<file path="src/rtl/core/nmt_pkg.sv">
// shared types and constants for the numeric text normalizer
// no dependencies; imported by every module of the block
package nmt_pkg;

    // parse phase codes
    localparam logic [3:0] PH_LEAD  = 4'd0;
    localparam logic [3:0] PH_LZ    = 4'd1;
    localparam logic [3:0] PH_INT   = 4'd2;
    localparam logic [3:0] PH_FRAC  = 4'd3;
    localparam logic [3:0] PH_EXPS  = 4'd4;
    localparam logic [3:0] PH_EXP   = 4'd5;
    localparam logic [3:0] PH_DRAIN = 4'd6;

    // character constants
    localparam logic [7:0] CH_NUL   = 8'h00;
    localparam logic [7:0] CH_DOT   = 8'h2E;
    localparam logic [7:0] CH_LE    = 8'h65;
    localparam logic [7:0] CH_UE    = 8'h45;
    localparam logic [7:0] CH_ZERO  = 8'h30;
    localparam logic [7:0] CH_ONE   = 8'h31;
    localparam logic [7:0] CH_NINE  = 8'h39;
    localparam logic [7:0] CH_MINUS = 8'h2D;
    localparam logic [7:0] CH_PLUS  = 8'h2B;
    localparam logic [7:0] CH_SPACE = 8'h20;
    localparam logic [7:0] CH_TAB   = 8'h09;
    localparam logic [7:0] CH_CR    = 8'h0D;

    // result queue geometry
    localparam int QDEPTH = 4;
    localparam int QAW    = $clog2(QDEPTH);

    // one result beat
    typedef struct packed {
        logic [7:0] out_char;
        logic       is_char;
        logic       is_end;
        logic       accepted;
    } result_t;

    // parser state
    typedef struct packed {
        logic [3:0] phase;
        logic       zeros_only;
        logic       need_frac;
    } parse_state_t;

    // what one input byte produces
    typedef struct packed {
        logic [1:0]   n;
        result_t      r0;
        result_t      r1;
        parse_state_t nxt;
    } step_t;

endpackage

</file>
<file path="src/rtl/core/nmt_step.sv">
// per-byte parse logic: current state and byte in, results and next state out
// depends on nmt_pkg
module nmt_step import nmt_pkg::*; (
    input  parse_state_t st,
    input  logic [7:0]   ch,
    output step_t        step
);

    logic       is_nul;
    logic       is_dig;
    logic       is_spc;
    logic       is_em;
    logic [3:0] eff_phase;
    logic       eff_zo;

    function automatic result_t chr(input logic [7:0] c);
        result_t r;
        r.out_char = c;
        r.is_char  = 1'b1;
        r.is_end   = 1'b0;
        r.accepted = 1'b0;
        return r;
    endfunction

    function automatic result_t fin(input logic ok);
        result_t r;
        r.out_char = CH_NUL;
        r.is_char  = 1'b0;
        r.is_end   = 1'b1;
        r.accepted = ok;
        return r;
    endfunction

    // byte classes
    assign is_nul = (ch == CH_NUL);
    assign is_dig = (ch >= CH_ZERO) && (ch <= CH_NINE);
    assign is_spc = (ch == CH_SPACE) || ((ch >= CH_TAB) && (ch <= CH_CR));
    assign is_em  = (ch == CH_LE) || (ch == CH_UE);

    // leading phase falls through into integer start with a clean zero flag
    assign eff_phase = (st.phase == PH_LEAD) ? PH_LZ : st.phase;
    assign eff_zo    = (st.phase == PH_LEAD) ? 1'b0 : st.zeros_only;

    always_comb begin
        step.n   = 2'd0;
        step.r0  = fin(1'b0);
        step.r1  = fin(1'b0);
        step.nxt = st;
        if (st.phase == PH_LEAD && (is_nul || is_spc || ch == CH_MINUS || ch == CH_PLUS)) begin
            // whitespace, signs and empty string
            if (is_nul) begin
                step.n   = 2'd1;
                step.r0  = fin(1'b0);
            end else if (!is_spc) begin
                step.nxt.phase      = PH_LZ;
                step.nxt.zeros_only = 1'b0;
                if (ch == CH_MINUS) begin
                    step.n  = 2'd1;
                    step.r0 = chr(CH_MINUS);
                end
            end
        end else begin
            step.nxt.zeros_only = eff_zo;
            case (eff_phase)
                PH_LZ: begin
                    if (is_nul) begin
                        if (eff_zo) begin
                            step.n  = 2'd2;
                            step.r0 = chr(CH_ZERO);
                            step.r1 = fin(1'b1);
                        end else begin
                            step.n  = 2'd1;
                            step.r0 = fin(1'b0);
                        end
                    end else if (ch == CH_ZERO) begin
                        step.nxt.phase      = PH_LZ;
                        step.nxt.zeros_only = 1'b1;
                    end else if (is_dig) begin
                        step.nxt.phase = PH_INT;
                        step.n         = 2'd1;
                        step.r0        = chr(ch);
                    end else if (ch == CH_DOT) begin
                        step.nxt.need_frac = ~eff_zo;
                        step.nxt.phase     = PH_FRAC;
                        step.n             = 2'd2;
                        step.r0            = chr(CH_ZERO);
                        step.r1            = chr(CH_DOT);
                    end else if (is_em) begin
                        step.nxt.phase = PH_EXPS;
                        step.n         = 2'd2;
                        step.r0        = chr(eff_zo ? CH_ZERO : CH_ONE);
                        step.r1        = chr(ch);
                    end else begin
                        step.nxt.phase = PH_DRAIN;
                    end
                end
                PH_INT: begin
                    if (is_nul) begin
                        step.n  = 2'd1;
                        step.r0 = fin(1'b1);
                    end else if (is_dig) begin
                        step.n  = 2'd1;
                        step.r0 = chr(ch);
                    end else if (ch == CH_DOT) begin
                        step.nxt.need_frac = 1'b0;
                        step.nxt.phase     = PH_FRAC;
                        step.n             = 2'd1;
                        step.r0            = chr(ch);
                    end else if (is_em) begin
                        step.nxt.phase = PH_EXPS;
                        step.n         = 2'd1;
                        step.r0        = chr(ch);
                    end else begin
                        step.nxt.phase = PH_DRAIN;
                    end
                end
                PH_FRAC: begin
                    if (is_nul) begin
                        step.n  = 2'd1;
                        step.r0 = fin(~st.need_frac);
                    end else if (is_dig) begin
                        step.nxt.need_frac = 1'b0;
                        step.n             = 2'd1;
                        step.r0            = chr(ch);
                    end else if (is_em && !st.need_frac) begin
                        step.nxt.phase = PH_EXPS;
                        step.n         = 2'd1;
                        step.r0        = chr(ch);
                    end else begin
                        step.nxt.phase = PH_DRAIN;
                    end
                end
                PH_EXPS: begin
                    if (is_nul) begin
                        step.n  = 2'd1;
                        step.r0 = fin(1'b1);
                    end else if (ch == CH_PLUS || ch == CH_MINUS || is_dig) begin
                        step.nxt.phase = PH_EXP;
                        step.n         = 2'd1;
                        step.r0        = chr(ch);
                    end else begin
                        step.nxt.phase = PH_DRAIN;
                    end
                end
                PH_EXP: begin
                    if (is_nul) begin
                        step.n  = 2'd1;
                        step.r0 = fin(1'b1);
                    end else if (is_dig) begin
                        step.n  = 2'd1;
                        step.r0 = chr(ch);
                    end else begin
                        step.nxt.phase = PH_DRAIN;
                    end
                end
                default: begin
                    step.nxt.phase = PH_DRAIN;
                    if (is_nul) begin
                        step.n  = 2'd1;
                        step.r0 = fin(1'b0);
                    end
                end
            endcase
        end
        // an end result returns everything to reset
        if (is_nul) begin
            step.nxt.phase      = PH_LEAD;
            step.nxt.zeros_only = 1'b0;
            step.nxt.need_frac  = 1'b0;
        end
    end

endmodule

</file>
<file path="src/rtl/core/nmt_outq.sv">
// small result queue: takes up to two results per cycle, gives one per beat
// depends on nmt_pkg
module nmt_outq import nmt_pkg::*; (
    input  logic       aclk,
    input  logic       aresetn,
    input  logic [1:0] push_n,
    input  result_t    push_r0,
    input  result_t    push_r1,
    output logic       room2,
    output logic       m_valid,
    input  logic       m_ready,
    output result_t    head
);

    result_t          q_reg [QDEPTH];
    logic [QAW-1:0]   wr_reg, wr_next;
    logic [QAW-1:0]   rd_reg, rd_next;
    logic [QAW:0]     cnt_reg, cnt_next;
    logic [QAW-1:0]   wr_p1;
    logic             pop;

    assign m_valid = (cnt_reg != '0);
    assign room2   = (cnt_reg <= (QAW+1)'(QDEPTH - 2));
    assign head    = q_reg[rd_reg];
    assign pop     = m_valid && m_ready;
    assign wr_p1   = wr_reg + 1'b1;

    // pointer and count update
    always_comb begin
        wr_next  = wr_reg + QAW'(push_n);
        rd_next  = rd_reg + QAW'(pop);
        cnt_next = cnt_reg + (QAW+1)'(push_n) - (QAW+1)'(pop);
    end

    always_ff @(posedge aclk) begin
        if (!aresetn) begin
            wr_reg  <= '0;
            rd_reg  <= '0;
            cnt_reg <= '0;
        end else begin
            wr_reg  <= wr_next;
            rd_reg  <= rd_next;
            cnt_reg <= cnt_next;
        end
    end

    // entry writes
    always_ff @(posedge aclk) begin
        if (push_n != 2'd0) begin
            q_reg[wr_reg] <= push_r0;
        end
        if (push_n == 2'd2) begin
            q_reg[wr_p1] <= push_r1;
        end
    end

endmodule

</file>
<file path="src/rtl/core/numeric_text_normalizer.sv">
// top level of the numeric text normalizer: parser state, step logic, result queue
// depends on nmt_pkg, nmt_step, nmt_outq
//
//  channel | dir | ports                                        | beat
//  s_      | in  | s_valid s_ready s_in_char                    | one string byte
//  m_      | out | m_valid m_ready m_out_char m_is_char         | one result
//          |     | m_is_end m_accepted                          |
//
// one byte is taken per cycle while s_ready is high; each byte yields zero, one
// or two results, which drain one per cycle while m_ready is high through a
// four-entry result queue. s_ready drops only while the queue lacks room for two
// results; the input stalls only once results back up, from receiver stalls or
// bursts of two-result bytes.
// reset (aresetn low, synchronous) returns the parser to leading whitespace
// and empties the queue.
module numeric_text_normalizer import nmt_pkg::*; (
    input  logic       aclk,
    input  logic       aresetn,
    input  logic       s_valid,
    output logic       s_ready,
    input  logic [7:0] s_in_char,
    output logic       m_valid,
    input  logic       m_ready,
    output logic [7:0] m_out_char,
    output logic       m_is_char,
    output logic       m_is_end,
    output logic       m_accepted
);

    parse_state_t st_reg, st_next;
    step_t        step;
    logic         take;
    logic         room2;
    logic [1:0]   push_n;
    result_t      head;

    assign s_ready = room2;
    assign take    = s_valid && room2;
    assign push_n  = take ? step.n : 2'd0;

    nmt_step u_step (
        .st   (st_reg),
        .ch   (s_in_char),
        .step (step)
    );

    // parser state advances on each accepted beat
    assign st_next = take ? step.nxt : st_reg;

    always_ff @(posedge aclk) begin
        if (!aresetn) begin
            st_reg <= '{phase: PH_LEAD, zeros_only: 1'b0, need_frac: 1'b0};
        end else begin
            st_reg <= st_next;
        end
    end

    nmt_outq u_outq (
        .aclk    (aclk),
        .aresetn (aresetn),
        .push_n  (push_n),
        .push_r0 (step.r0),
        .push_r1 (step.r1),
        .room2   (room2),
        .m_valid (m_valid),
        .m_ready (m_ready),
        .head    (head)
    );

    assign m_out_char = head.out_char;
    assign m_is_char  = head.is_char;
    assign m_is_end   = head.is_end;
    assign m_accepted = head.accepted;

endmodule

</file>
<file path="config.mk">
export PLATFORM = sky130hd
export DESIGN_NAME = numeric_text_normalizer
export DESIGN_NICKNAME = d
export VERILOG_FILES = /design/src/rtl/core/nmt_pkg.sv /design/src/rtl/core/nmt_step.sv /design/src/rtl/core/nmt_outq.sv /design/src/rtl/core/numeric_text_normalizer.sv
export SDC_FILE = /design/constraint.sdc
export NUM_CORES = 1
export LEC_CHECK = 0
export BUFFER_PORTS_ARGS = -buffer_cell sky130_fd_sc_hd__buf_2
export CAP_MARGIN = 0
export CORE_MARGIN = 2
export CORE_UTILIZATION = 35
export CTS_BUF_LIST = sky130_fd_sc_hd__clkbuf_4 sky130_fd_sc_hd__clkbuf_8 sky130_fd_sc_hd__clkbuf_16
export CTS_CLUSTER_DIAMETER = 60
export CTS_CLUSTER_SIZE = 24
export DETAILED_ROUTE_END_ITERATION = 8
export REMOVE_ABC_BUFFERS = 1
export SLEW_MARGIN = 25
export SYNTH_ARGS = -nofsm -noshare
export SYNTH_HDL_FRONTEND = slang
export SYNTH_SLANG_ARGS = --single-unit
</file>
<file path="constraint.sdc">
create_clock -name aclk -period 4.45 [get_ports aclk]
set_clock_uncertainty 0.05 [all_clocks]
set_input_delay 0 -clock aclk [delete_from_list [all_inputs] [get_ports aclk]]
set_output_delay 0 -clock aclk [all_outputs]
set_load 0.03 [all_outputs]
</file>
==> flow_results.org, run 1 <==
** Status
- Outcome :: completed

** Pwr
- Across the VDD grid, the largest voltage drop is ~150 uV.
- Summed over all cells, the static leakage comes to about 1.3 nW.
- Pwr Density :: roughly 360 nW/um^2

** Logic synthesis
- Leading area contributor after synthesis :: sky130_fd_sc_hd__edfxtp_1
- Post-synthesis sequential element count :: 56
- The most used flip-flop cell after synthesis is sky130_fd_sc_hd__edfxtp_1.
- Yosys mapped a number of flops with a built-in enable equal to 44.
- Mean instance size in the synthesized netlist :: about 11 um^2
- Register area share after synthesis :: 47.0%
- After synthesis, the largest area contributor takes up a little under 40% of total cell area.
- After synthesis, the cell types taking the most area are sky130_fd_sc_hd__edfxtp_1, sky130_fd_sc_hd__mux4_2, sky130_fd_sc_hd__dfxtp_1, sky130_fd_sc_hd__a21oi_1, sky130_fd_sc_hd__o21ai_0.
- Share of synthesized registers carrying an async set or reset :: 0%
- Ranked by instance count, the synthesized netlist is headed by sky130_fd_sc_hd__edfxtp_1, sky130_fd_sc_hd__a21oi_1, sky130_fd_sc_hd__nor2_1, sky130_fd_sc_hd__nand2_1, sky130_fd_sc_hd__o21ai_0.
- By instance count, the leading cell after synthesis is sky130_fd_sc_hd__edfxtp_1.
- Post-synth design cell area :: around 3300 um^2
- In the synthesized netlist, the number of instances is 313.
- Synth warn :: 0
- Distinct cell type count after synthesis :: 66

** Min path
- The worst hold path belongs to the class in -> reg.

** Drt
- Avg Vias per Cell :: approximately 5.4
- Count of routing violations after the opening detailed-route iteration :: 130
- In the routed design, unresolved DRC markers number 0.
- For this block, the via count after detailed routing is 2506.
- 1st-pass router iterations :: 4
- The final layout contains routed wiring with a total length of between 7 and 8 mm.
- After detailed routing, the average wire length per cell comes to approximately 16 um.
- Once detail routing completed, the nets flagged for antenna violations numbered 0.

** Die
- Standard cell core area :: approximately 9200 um^2
- Number of I/O pins :: 25
- Placement row count :: 35
- From left edge to right edge, the die measures between 100 and 150 um.
- The die covers 10300 um^2.
- From bottom edge to top edge, the die measures ~100 um.
- Once the floorplan was initialized, standard cells occupied between 30% and 40% of the core.

** Cells and area
- Counting the fill cells in the layout gives 901.
- Relative to the synthesized area, the layout overhead comes to 11.0%.
- The post-route netlist has slightly below 20% of its cells at a drive strength greater than 1.
- The register with the most flip-flops in the layout has between 40 and 50 of them.
- Nets :: between 300 and 400
- Ant. Diodes :: 0
- Area of combinational cells with multiple inputs :: 1690 um^2
- Seq. cell area :: 1560 um^2
- Total non-filler cell area in the finished layout :: roughly 3700 um^2

** Place
- At the end of routability-driven placement, the weighted congestion stood at approximately 0.87.
- Summing all placed instances gives a cell area of 3590 um^2.
- Port buffering added 24 buffers.
- Dpl hpwl :: between 5 and 6 mm

** Critical path
- Worst Path Arrival :: between 3 and 4 ns
- The critical path is of the reg -> reg type.
- In this run the worst path has a maximum fanout of 16.
- Element type at the critical path end :: flop
- STA puts the critical path data required time at about 4.6 ns.
- Worst Setup Start Kind :: flop

** STA
- Maximum clock rate :: between 200 and 300 MHz
- Setup repair after global routing left no endpoint under its margin.
- Measured against its own limit, the worst slew margin works out to about 32%.
- Final count of hold timing violations :: 0
- Period Utilization, post-route :: between 70 and 80%
- The worst path in the final design needs a cycle of 3.46 ns, including I/O delays and setup.
- Adding up every negative setup slack in the final design gives 0 ns.
- Transition time at the pin with the least slew margin :: ~1.0 ns
- Number of pins with negative max-slew slack in the final report :: 0
- Setup violation total in the final timing report :: 0

** GRT
- The via count of the first global-routing pass was 2381.
- First-pass GRT wire length :: approximately 13 mm
- For this run the aggregate overflow at the end of global routing stands at 0.
- Largest net degree at the start of global routing :: 19
- Global routing consumed, over all layers together, between 15 and 20% of the routing resources.
- Number of antenna violations at the first check in global routing :: 0

** Clocking
- For this design, the sink count on the clock tree is between 50 and 60.
- Clock root buffer :: sky130_fd_sc_hd__clkbuf_8
- Counting the buffers created by CTS gives 5.
- Once the clock tree was built, the setup fixing pass inserted 0 buffers.
- After clock tree synthesis, the clock-pin slew on the worst setup and hold paths is 0.10 ns.
- The H-tree generated during clock tree synthesis spans 2 levels.
- Deepest clock path buffer count :: 2
- The clock reaches the later pin of the worst-skew pair after 0.31 ns.
- TritonCTS built the clock tree.

** Job
- Number of violations of the max-capacitance limit :: 0
-- area by class of cell --
type | instances | area share, %
clock buffers | 5 | 1.87
multi-input cells | 235 | 45.7
flip-flops and latches | 56 | 42.3
repair buffers | 28 | 4.14
well taps | 129 | 4.38
clock inverters | 3 | 0.577
inverters | 10 | 1.02
-- final timing paths --
kind	start	endpoint	slack (ns)	cells past startpoint
worst min register to register	st_reg[1]	st_reg[1]	0.51	2
worst max-delay path	st_reg[3]	u_outq.cnt_reg[2]	0.99	11
worst max register to register	st_reg[3]	u_outq.cnt_reg[2]	0.99	11
worst min-delay path	s_valid	st_reg[0]	0.04	4
-- through the flow --
step                      util [%]  worst slack [ns]  instances  power, mW  hold WS [ns]
after detailed placement      38.8              1.00        457       1.07         0.253
after CTS                     39.9             0.978        466       1.35        0.0400
after floorplan                  -              1.39        301      0.956        0.0717
after global placement        38.8              1.13        457       1.07         0.241
final                         39.9             0.992        466       1.33        0.0440
after global routing          39.9             0.697        466       1.42        0.0833
-- critical path, stage by stage, from the launching register on --
cell and delay, ns:
sky130_fd_sc_hd__dfxtp_1 0.46, sky130_fd_sc_hd__or2_2 0.38, sky130_fd_sc_hd__a41oi_1 0.42, sky130_fd_sc_hd__o21ai_1 0.47, sky130_fd_sc_hd__a21oi_2 0.31, sky130_fd_sc_hd__inv_1 0.10, sky130_fd_sc_hd__ha_1 0.28, sky130_fd_sc_hd__inv_1 0.05
sky130_fd_sc_hd__fa_1 0.44, sky130_fd_sc_hd__xor2_1 0.19, sky130_fd_sc_hd__xnor2_1 0.14, sky130_fd_sc_hd__nor2_1 0.05
-- cells in the final DEF, fill, tap and decap left out, types with 7 or more instances in the layout --
cell                       instances
sky130_fd_sc_hd__nand3_1          15
sky130_fd_sc_hd__a21oi_1          26
sky130_fd_sc_hd__nand2_1          24
sky130_fd_sc_hd__o21ai_0          22
sky130_fd_sc_hd__nor2_1           25
sky130_fd_sc_hd__edfxtp_1         44
sky130_fd_sc_hd__inv_1            10
sky130_fd_sc_hd__dfxtp_1          12
sky130_fd_sc_hd__a21o_1            7
sky130_fd_sc_hd__o211ai_1         10
sky130_fd_sc_hd__buf_2            24
sky130_fd_sc_hd__mux4_2           11
-- power breakdown --
| part | internal [mW] | leakage (nW) | total [mW] | switching (mW) |
|---|---|---|---|---|
| logic | 0.173 | 0.705 | 0.407 | 0.234 |
| clock network | 0.112 | 0.0445 | 0.281 | 0.169 |
| registers | 0.585 | 0.528 | 0.647 | 0.0622 |
| total | 0.870 | 1.28 | 1.33 | 0.465 |
-- routing by layer --
metal	track usage (%)	vias to the layer above	wire, um
met5	0	-	0
met4	3.95	0	81
met3	2.28	8	264
met2	26.3	55	3700
met1	21.8	1201	3610
li1	-	1242	-
-- repair_timing --
item                      in CTS  in global routing
hold endpoints to repair       5                  0
hold buffers                   1                  0
resized for setup              0                  0
-- cells by family after synthesis --
family	count (synthesis)	synth area share [%]
and+or+nand+nor	117	20.2
AOI/OAI and AO/OA	91	18.0
buffers and inverters	25	3.16
xor gates and xnor gates	6	1.58
adders and majority gates	6	2.49
DFF	56	47.0
other	1	0.113
muxes	11	7.46
(Power assumes the default switching activity.)
==> run 2, diff against run 1 <==
- clock period: 4.45 -> 3.1 ns (I/O delays scaled with it)
==> run 2 against run 1 <==
  * Sequential share of layout area is 1.2 points lower
  * Sequential cell count did not move
  * Sequential power rose by 42%
  * Hold slack got worse by 0.00061 ns
  * Global-route usage is 0.90 points higher
  * Via count increased by 5.0%
  * Largest power group unchanged
  * Register-to-register slack worse by 0.73 ns
  * Critical path depth stayed put
  * Cell count grew 2.8%
  * Largest cell class unchanged
  * Count of clock-buffer cells in the layout is the same
  * Power up 48%
  * Combinational power rose by 55%
==> flow_results.org, run 2 (synthesized netlist as in run 1, its figures left out) <==
** Drt
- Post-DRT Antenna Nets :: 0 (unchanged)
- Via count :: 2631 (was 2506)
- Wire length per cell after detailed routing :: 17.0 um (was 16.4 um)
- DRC Markers :: 0 (unchanged)
- The average via count per standard cell was 5.49 (was 5.38).
- The number of iterations in the first detailed-routing pass is 4 (unchanged).
- Total Routed Length :: 8.17 mm (was 7.66 mm)
- The iteration-0 DRC count of the detailed router was 125 (was 130).

** Cells and area
- Ant. Diodes :: 0 (unchanged)
- The number of inserted filler cells in the final layout was 891 (was 901).
- Most common library cell in the layout ignoring fill and taps :: sky130_fd_sc_hd__edfxtp_1 (unchanged)
- Area overhead of the layout relative to synthesis :: 14.2% (was 11.0%)
- Commonest non-fill, non-tap cells in the layout :: sky130_fd_sc_hd__edfxtp_1, sky130_fd_sc_hd__a21oi_1, sky130_fd_sc_hd__nor2_1 (unchanged)
- The proportion of layout cells with a drive suffix above 1 was 22.3% (was 19.3%).
- Nets :: 367 (was 354)
- Seq. cell area :: 1560 um^2 (unchanged)
- Max reg flops :: 44 (unchanged)
- The count of placed standard cells in the final layout, fillers left out is 479 (was 466).
- The multi-input combinational cell area came to 1690 um^2 (unchanged).

** STA
- The final setup violation count is 0 (unchanged).
- Final count of hold timing violations :: 0 (unchanged)
- The maximum clock rate is 352 MHz (was 289 MHz).
- Period minus WS final :: 2.84 ns (was 3.46 ns)
- The final clock period utilization by the worst path is 91.6% (was 77.7%).
- The relative slew slack is 43.8% (was 32.4%).
- Number of pins with negative max-slew slack in the final report :: 0 (unchanged)
- Transition time at the pin with the least slew margin :: 0.841 ns (was 1.01 ns)
- Worst-case setup margin in the final layout :: 0.261 ns (was 0.992 ns)
- The sum of negative setup slack came to 0 ns (unchanged).
- Unrepaired setup endpoints after global routing: no (unchanged).

** Clocking
- Clock root buffer :: sky130_fd_sc_hd__clkbuf_8 (unchanged)
- The register clock-pin slew on the reported worst setup and hold paths came to 0.10 ns (about the same).
- The clock sink count came to 56 (unchanged).
- Number of buffers added by the clock tree synthesis step :: 5 (unchanged)
- The total setup buffers inserted after CTS came to 0 (unchanged).
- Deepest clock path buffer count :: 2 (unchanged)
- CTS tree :: done (unchanged)
- Clock network latency to the later pin of the worst-skew pair :: 0.31 ns (about the same)
- The total number of H-tree levels came to 2 (unchanged).

** GRT
- The routing usage on met3 was 2.55% (was 2.28%).
- Met2 Use GR :: 29.2% (was 26.3%)
- The via count of the first global-routing pass is 2650 (was 2381).
- M1 GR Usage :: 21.1% (was 21.8%)
- The overall track demand over capacity in global routing came to 16.7% (was 15.8%).
- The largest net degree at the start of global routing was 20 (was 19).
- The initial antenna violation count came to 0 (unchanged).
- Leftover overflow at the end of global routing :: 0 (unchanged)
- The global-route wire length before repair came to 13.3 mm (was 12.6 mm).
- The global-route layer with the greatest usage is met2 (unchanged).

** Pwr
- Share of power burned in registers :: 46.8% (was 48.5%)
- The internal power consumption was 1.28 mW (was 870 uW).
- The areal power density over the cells came to 519 nW/um^2 (was 362 nW/um^2).
- The cell leakage power was 1.34 nW (was 1.28 nW).
- The switching part of the total power is 35.2% (was 34.8%).
- The highest ir drop seen on vdd was 202 uV (was 146 uV).
- The switching power is 694 uW (was 465 uW).
- The total power of the final layout was 1.97 mW (was 1.33 mW).
- The combinational share of power came to 31.9% (was 30.5%).
- The share of power burned in the clock network is 21.3% (was 21.1%).

** Die
- Placement row count :: 35 (unchanged)
- The number of ports placed on the die boundary came to 25 (unchanged).
- Standard cell core area :: 9240 um^2 (unchanged)
- Die height :: 101 um (unchanged)
- The starting density of the core was 36.0% (unchanged).
- Area of the die :: 10300 um^2 (unchanged)
- The die width was 101 um (unchanged).

** Critical path
- Worst reg2reg setup slack :: 0.26 ns (was 0.99 ns)
- The worst reg2reg path endpoint was u_outq.cnt_reg[2] (unchanged).
- The capturing element type of the critical path was a flop (unchanged).
- Logic depth of the worst register-to-register path :: 11 (unchanged)
- Maximum single-stage delay on the critical path :: 0.40 ns (was 0.47 ns)
- CP startpoint :: st_reg[4] (was st_reg[3])
- The endpoint of the worst setup timing path was u_outq.cnt_reg[2] (unchanged).
- Worst Path Arrival :: 2.99 ns (was 3.62 ns)
- Dominant delay contributor by cell family on the critical path :: simple AND/OR/NAND/NOR gates (was compound AO/OA/AOI/OAI gates)
- The worst-path cell with the longest stage delay is sky130_fd_sc_hd__nor3_1 (was sky130_fd_sc_hd__o21ai_1).
- Critical Path, Cell by Cell :: nor3_1, nand2_1, a21oi_1, nand2_1, nand2_1, nor2_1, ha_1, fa_1, xor2_1, xnor2_1, nor2_1 (was or2_2, a41oi_1, o21ai_1, a21oi_2, inv_1, ha_1, inv_1, fa_1, xor2_1, xnor2_1, nor2_1)
- Worst path bufs/invs :: 0 (was 2)
- The critical path required time came to 3.25 ns (was 4.61 ns).
- Beginning of the worst register-to-register path :: st_reg[4] (was st_reg[3])
- The highest fanout seen on the critical path was 8 (was 16).
- WP depth :: 11 (unchanged)
- The most common cell type on the critical path is sky130_fd_sc_hd__nand2_1 (was sky130_fd_sc_hd__inv_1).
- The critical path launch point type is a flop (unchanged).
- The type of the worst setup path was reg -> reg (unchanged).

** Place
- Setup WS pre-CTS :: 0.261 ns (was 1.00 ns)
- Cell total after placement :: 470 (was 457)
- Count of input and output buffers :: 24 (unchanged)
- The placed wire-length estimate is 6.05 mm (was 5.82 mm).
- The final estimated routing congestion in global placement is 0.907 (was 0.865).

** Status
- Outcome :: completed (unchanged)

** Min path
- The classification of the worst-slack hold path is in -> reg (unchanged).

** Job
- Number of violations of the max-capacitance limit :: 0 (unchanged)
-- run 2: changes by cell type in the layout (fill, tap and decap cells not counted) --
cell	before	now
sky130_fd_sc_hd__inv_8	0	1
sky130_fd_sc_hd__inv_6	1	0
sky130_fd_sc_hd__buf_4	3	16
sky130_fd_sc_hd__clkinv_4	0	1
sky130_fd_sc_hd__clkinv_2	1	0
-- run 2: worst min path at each step --
stage,cells past startpoint,startpoint,slack (ns),end
after floorplan,1,aresetn,0.07,u_outq.cnt_reg[0]
after global placement,2,aresetn,0.26,u_outq.rd_reg[0]
after detailed placement,2,aresetn,0.26,u_outq.rd_reg[0]
after CTS,4,s_valid,0.03,st_reg[0]
after global routing,4,s_valid,0.08,st_reg[0]
final,4,s_valid,0.04,st_reg[0]
-- run 2: what timing repair did --
action / in CTS / in global routing
hold buffers: 1 / 0
gates resized for setup: 0 / 0
hold endpoints to repair: 5 / 0
-- run 2: worst reg2reg max path: cells and delay by family (launching register included) --
kind / cells / cell delay [ns]
xor+xnor: 2 / 0.31
flops: 1 / 0.39
simple gates: 6 / 1.08
compound gates: 1 / 0.30
fa+ha+maj: 2 / 0.60
-- run 2: per-layer routing --
| layer | wire (um) | vias to the layer above |
|---|---|---|
| li1 | - | 1272 |
| met1 | 3540 | 1271 |
| met2 | 4100 | 70 |
| met3 | 320 | 18 |
| met4 | 212 | 0 |
| met5 | 0 | - |
-- run 2: cell type report --
class	count	area share, %
multi-input combinational	235	44.4
sequential	56	41.2
timing repair buffer	41	6.60
tap	129	4.26
clock buffer	5	1.81
inverter	10	0.990
clock inverter	3	0.726
-- run 2: power groups by stage --
stage                     combinational (mW)  sequential (mW)  clock, mW
final                                  0.629            0.921      0.419
after global routing                   0.694            0.936      0.466
after CTS                              0.632            0.926      0.433
after detailed placement               0.629            0.943          0
after global placement                 0.628            0.939          0
after floorplan                        0.450            0.922          0
-- run 2: stage by stage --
stage	util [%]	hold slack (ns)	instance area, um^2
floorplan	-	0.0717	3270
global placement	39.9	0.259	3690
detailed placement	39.9	0.259	3690
CTS	41.0	0.0318	3790
global route	41.0	0.0789	3790
finish	41.0	0.0434	3790
==> run 3, diff against run 2 <==
- CORE_UTILIZATION: 35 -> 40
==> run 3 against run 2 <==
  * Critical path depth grew 1
  * Setup slack improved by 0.13 ns
  * Global-route usage increased by 2.6 points
  * Via count increased by 0.11%
  * Count of clock-buffer cells in the layout stayed put
  * Utilization up 5.2 points
  * Hold slack got worse by 0.011 ns
  * Cell area decreased by 0.92%
  * Non-clock buffer count did not move
  * Largest power group unchanged
==> flow_results.org, run 3 (synthesized netlist as in run 1, its figures left out) <==
** Critical path
- Worst reg2reg setup slack :: 0.39 ns (was 0.26 ns)
- The critical path required time was 3.25 ns (about the same).
- The stage delay of the slowest cell on the critical path came to 0.39 ns (was 0.40 ns).
- The most common cell type on the critical path is sky130_fd_sc_hd__nand2_1 (unchanged).
- The data arrival time at the worst-slack endpoint is 2.87 ns (was 2.99 ns).
- The cell family contributing the most delay on the critical path was simple AND/OR/NAND/NOR gates (unchanged).
- Element type at the critical path end :: flop (unchanged)
- Crit Path Class :: reg -> reg (unchanged)
- The worst path buffer plus inverter count is 1 (was 0).
- Maximum fanout count along the critical path :: 8 (unchanged)
- The worst-path cell with the longest stage delay is sky130_fd_sc_hd__dfxtp_1 (was sky130_fd_sc_hd__nor3_1).
- Critical Path, Cell by Cell :: buf_4, nor3_1, nand2_1, a21oi_1, nand2_1, nand2_1, nor2_1, ha_1, fa_1, xor2_1, xnor2_1, nor2_1 (was nor3_1, nand2_1, a21oi_1, nand2_1, nand2_1, nor2_1, ha_1, fa_1, xor2_1, xnor2_1, nor2_1)
- Worst Setup Start Kind :: flop (unchanged)

** Die
- The number of ports placed on the die boundary was 25 (unchanged).
- The total die area came to 9050 um^2 (was 10300 um^2).
- The number of cell rows is 33 (was 35).
- Die height :: 95.1 um (was 101 um)
- The die width came to 95.1 um (was 101 um).
- Standard cell core area :: 8130 um^2 (was 9240 um^2)
- Starting utilization of the core area :: 40.8% (was 36.0%)

** Cells and area
- Commonest non-fill, non-tap cells in the layout: sky130_fd_sc_hd__edfxtp_1, sky130_fd_sc_hd__a21oi_1, sky130_fd_sc_hd__nor2_1 (unchanged).
- The most common cell after layout, fill and taps aside was sky130_fd_sc_hd__edfxtp_1 (unchanged).
- The multi-input combinational cell area was 1690 um^2 (unchanged).
- Area overhead of the layout relative to synthesis :: 13.1% (was 14.2%)
- The number of inserted filler cells in the final layout came to 777 (was 891).
- The number of flip-flops under the largest register name was 44 (unchanged).
- The proportion of layout cells with a drive suffix above 1 came to 22.3% (unchanged).
- The flip-flop and latch area is 1560 um^2 (unchanged).
- Nets :: 367 (unchanged)
- Ant. Diodes :: 0 (unchanged)

** Drt
- 1st-pass router iterations :: 5 (was 4)
- The count of antenna-violating nets left after detailed routing is 0 (unchanged).
- DRC Markers :: 0 (unchanged)
- The per-cell routed wire length is 17.8 um (was 17.0 um).
- The iteration-0 DRC count of the detailed router is 164 (was 125).
- The average via count per standard cell was 5.79 (was 5.49).
- Via count :: 2634 (was 2631)
- Total Routed Length :: 8.09 mm (was 8.17 mm)

** GRT
- The total congestion overflow was 0 (unchanged).
- Total track usage :: 19.3% (was 16.7%)
- Number of antenna violations at the first check in global routing :: 0 (unchanged)
- Vias in the first global route :: 2612 (was 2650)
- Largest net degree at the start of global routing :: 19 (was 20)
- The global-route wire length before repair is 13.3 mm (about the same).

** Clocking
- The library cell used as clock root buffer was sky130_fd_sc_hd__clkbuf_8 (unchanged).
- Deepest clock path buffer count :: 2 (unchanged)
- Clock transition at the registers of the reported paths :: 0.10 ns (about the same)
- The CTS tree is done (unchanged).
- The number of gates given a new drive strength after cts is 0 (unchanged).
- The number of buffers created by CTS came to 5 (unchanged).
- The clock sink count came to 56 (unchanged).
- Clock network latency to the later pin of the worst-skew pair :: 0.31 ns (about the same)
- H-tree lvl count :: 2 (unchanged)

** STA
- Period minus WS final :: 2.71 ns (was 2.84 ns)
- The total count of max-transition violations in the final report is 0 (unchanged).
- The final clock period utilization by the worst path is 87.5% (was 91.6%).
- Transition time at the pin with the least slew margin :: 0.826 ns (was 0.841 ns)
- Final TNS setup :: 0 ns (unchanged)
- Final count of hold timing violations :: 0 (unchanged)
- Slew margin rel. :: 44.8% (was 43.8%)
- The post-route worst hold slack came to 0.0328 ns (was 0.0434 ns).
- The final setup violation count came to 0 (unchanged).
- Unrepaired setup endpoints after global routing :: no (unchanged)
- The maximum clock rate is 369 MHz (was 352 MHz).

** Min path
- The classification of the worst-slack hold path was in -> reg (unchanged).

** Pwr
- The highest ir drop seen on vdd came to 222 uV (was 202 uV).
- The cell leakage power is 1.34 nW (about the same).
- The areal power density over the cells was 521 nW/um^2 (was 519 nW/um^2).

** Job
- Number of violations of the max-capacitance limit :: 0 (unchanged)

** Place
- The final estimated routing congestion in global placement came to 0.924 (was 0.907).
- The number of buffers added on ports came to 24 (unchanged).
- The placed wire-length estimate is 5.99 mm (was 6.05 mm).

** Status
- Outcome :: completed (unchanged)
[run 3: timing repair]
item                                   4_1_cts  5_1_grt
hold buffers                                 1        0
endpoints found under the hold margin        5        0
setup buffers                                0        0
[run 3: power breakdown]
part	internal, mW	total [mW]	switching, mW
Sequential	0.839	0.919	0.0798
Clock	0.163	0.408	0.246
Combinational	0.271	0.629	0.358
[run 3: area by class of cell]
| type | instances | share of cell area (%) |
|---|---|---|
| sequential | 56 | 41.6 |
| multi-input combinational | 235 | 44.9 |
| tap | 105 | 3.50 |
| inverter | 10 | 0.999 |
| timing repair buffer | 41 | 6.66 |
| clock inverter | 3 | 0.599 |
| clock buffer | 5 | 1.83 |
[run 3: tightest hold or removal path, cell delays in order]
cell                       delay [ns]
sky130_fd_sc_hd__buf_2           0.11
sky130_fd_sc_hd__nand3b_1        0.09
sky130_fd_sc_hd__nand2_1         0.08
sky130_fd_sc_hd__a31oi_1         0.06
[run 3: per-stage QoR]
step	util, %	power, mW	instance area, um^2	instances	worst slack, ns
2_1_floorplan	-	1.37	3270	301	0.0431
3_3_place_gp	44.9	1.56	3660	446	0.375
3_5_place_dp	44.9	1.57	3660	446	0.319
4_1_cts	46.2	1.98	3760	455	0.388
5_1_grt	46.2	2.07	3760	455	0.202
6_report	46.2	1.96	3760	455	0.387
[run 3: worst paths after layout]
check	end	startpoint	cells after the start
hold reg to reg	st_reg[0]	st_reg[0]	2
setup / recovery	u_outq.cnt_reg[2]	st_reg[4]	12
setup reg to reg	u_outq.cnt_reg[2]	st_reg[4]	12
hold / removal	st_reg[0]	s_valid	4
[run 3: layer usage]
metal  part of all wire (%)  GRT usage, %  vias up
li1                       -             -     1272
met1                     45          24.5     1256
met2                     49          33.7       91
met3                    4.2          2.77       15
met4                    1.9          6.28        0
met5                      0             0        -
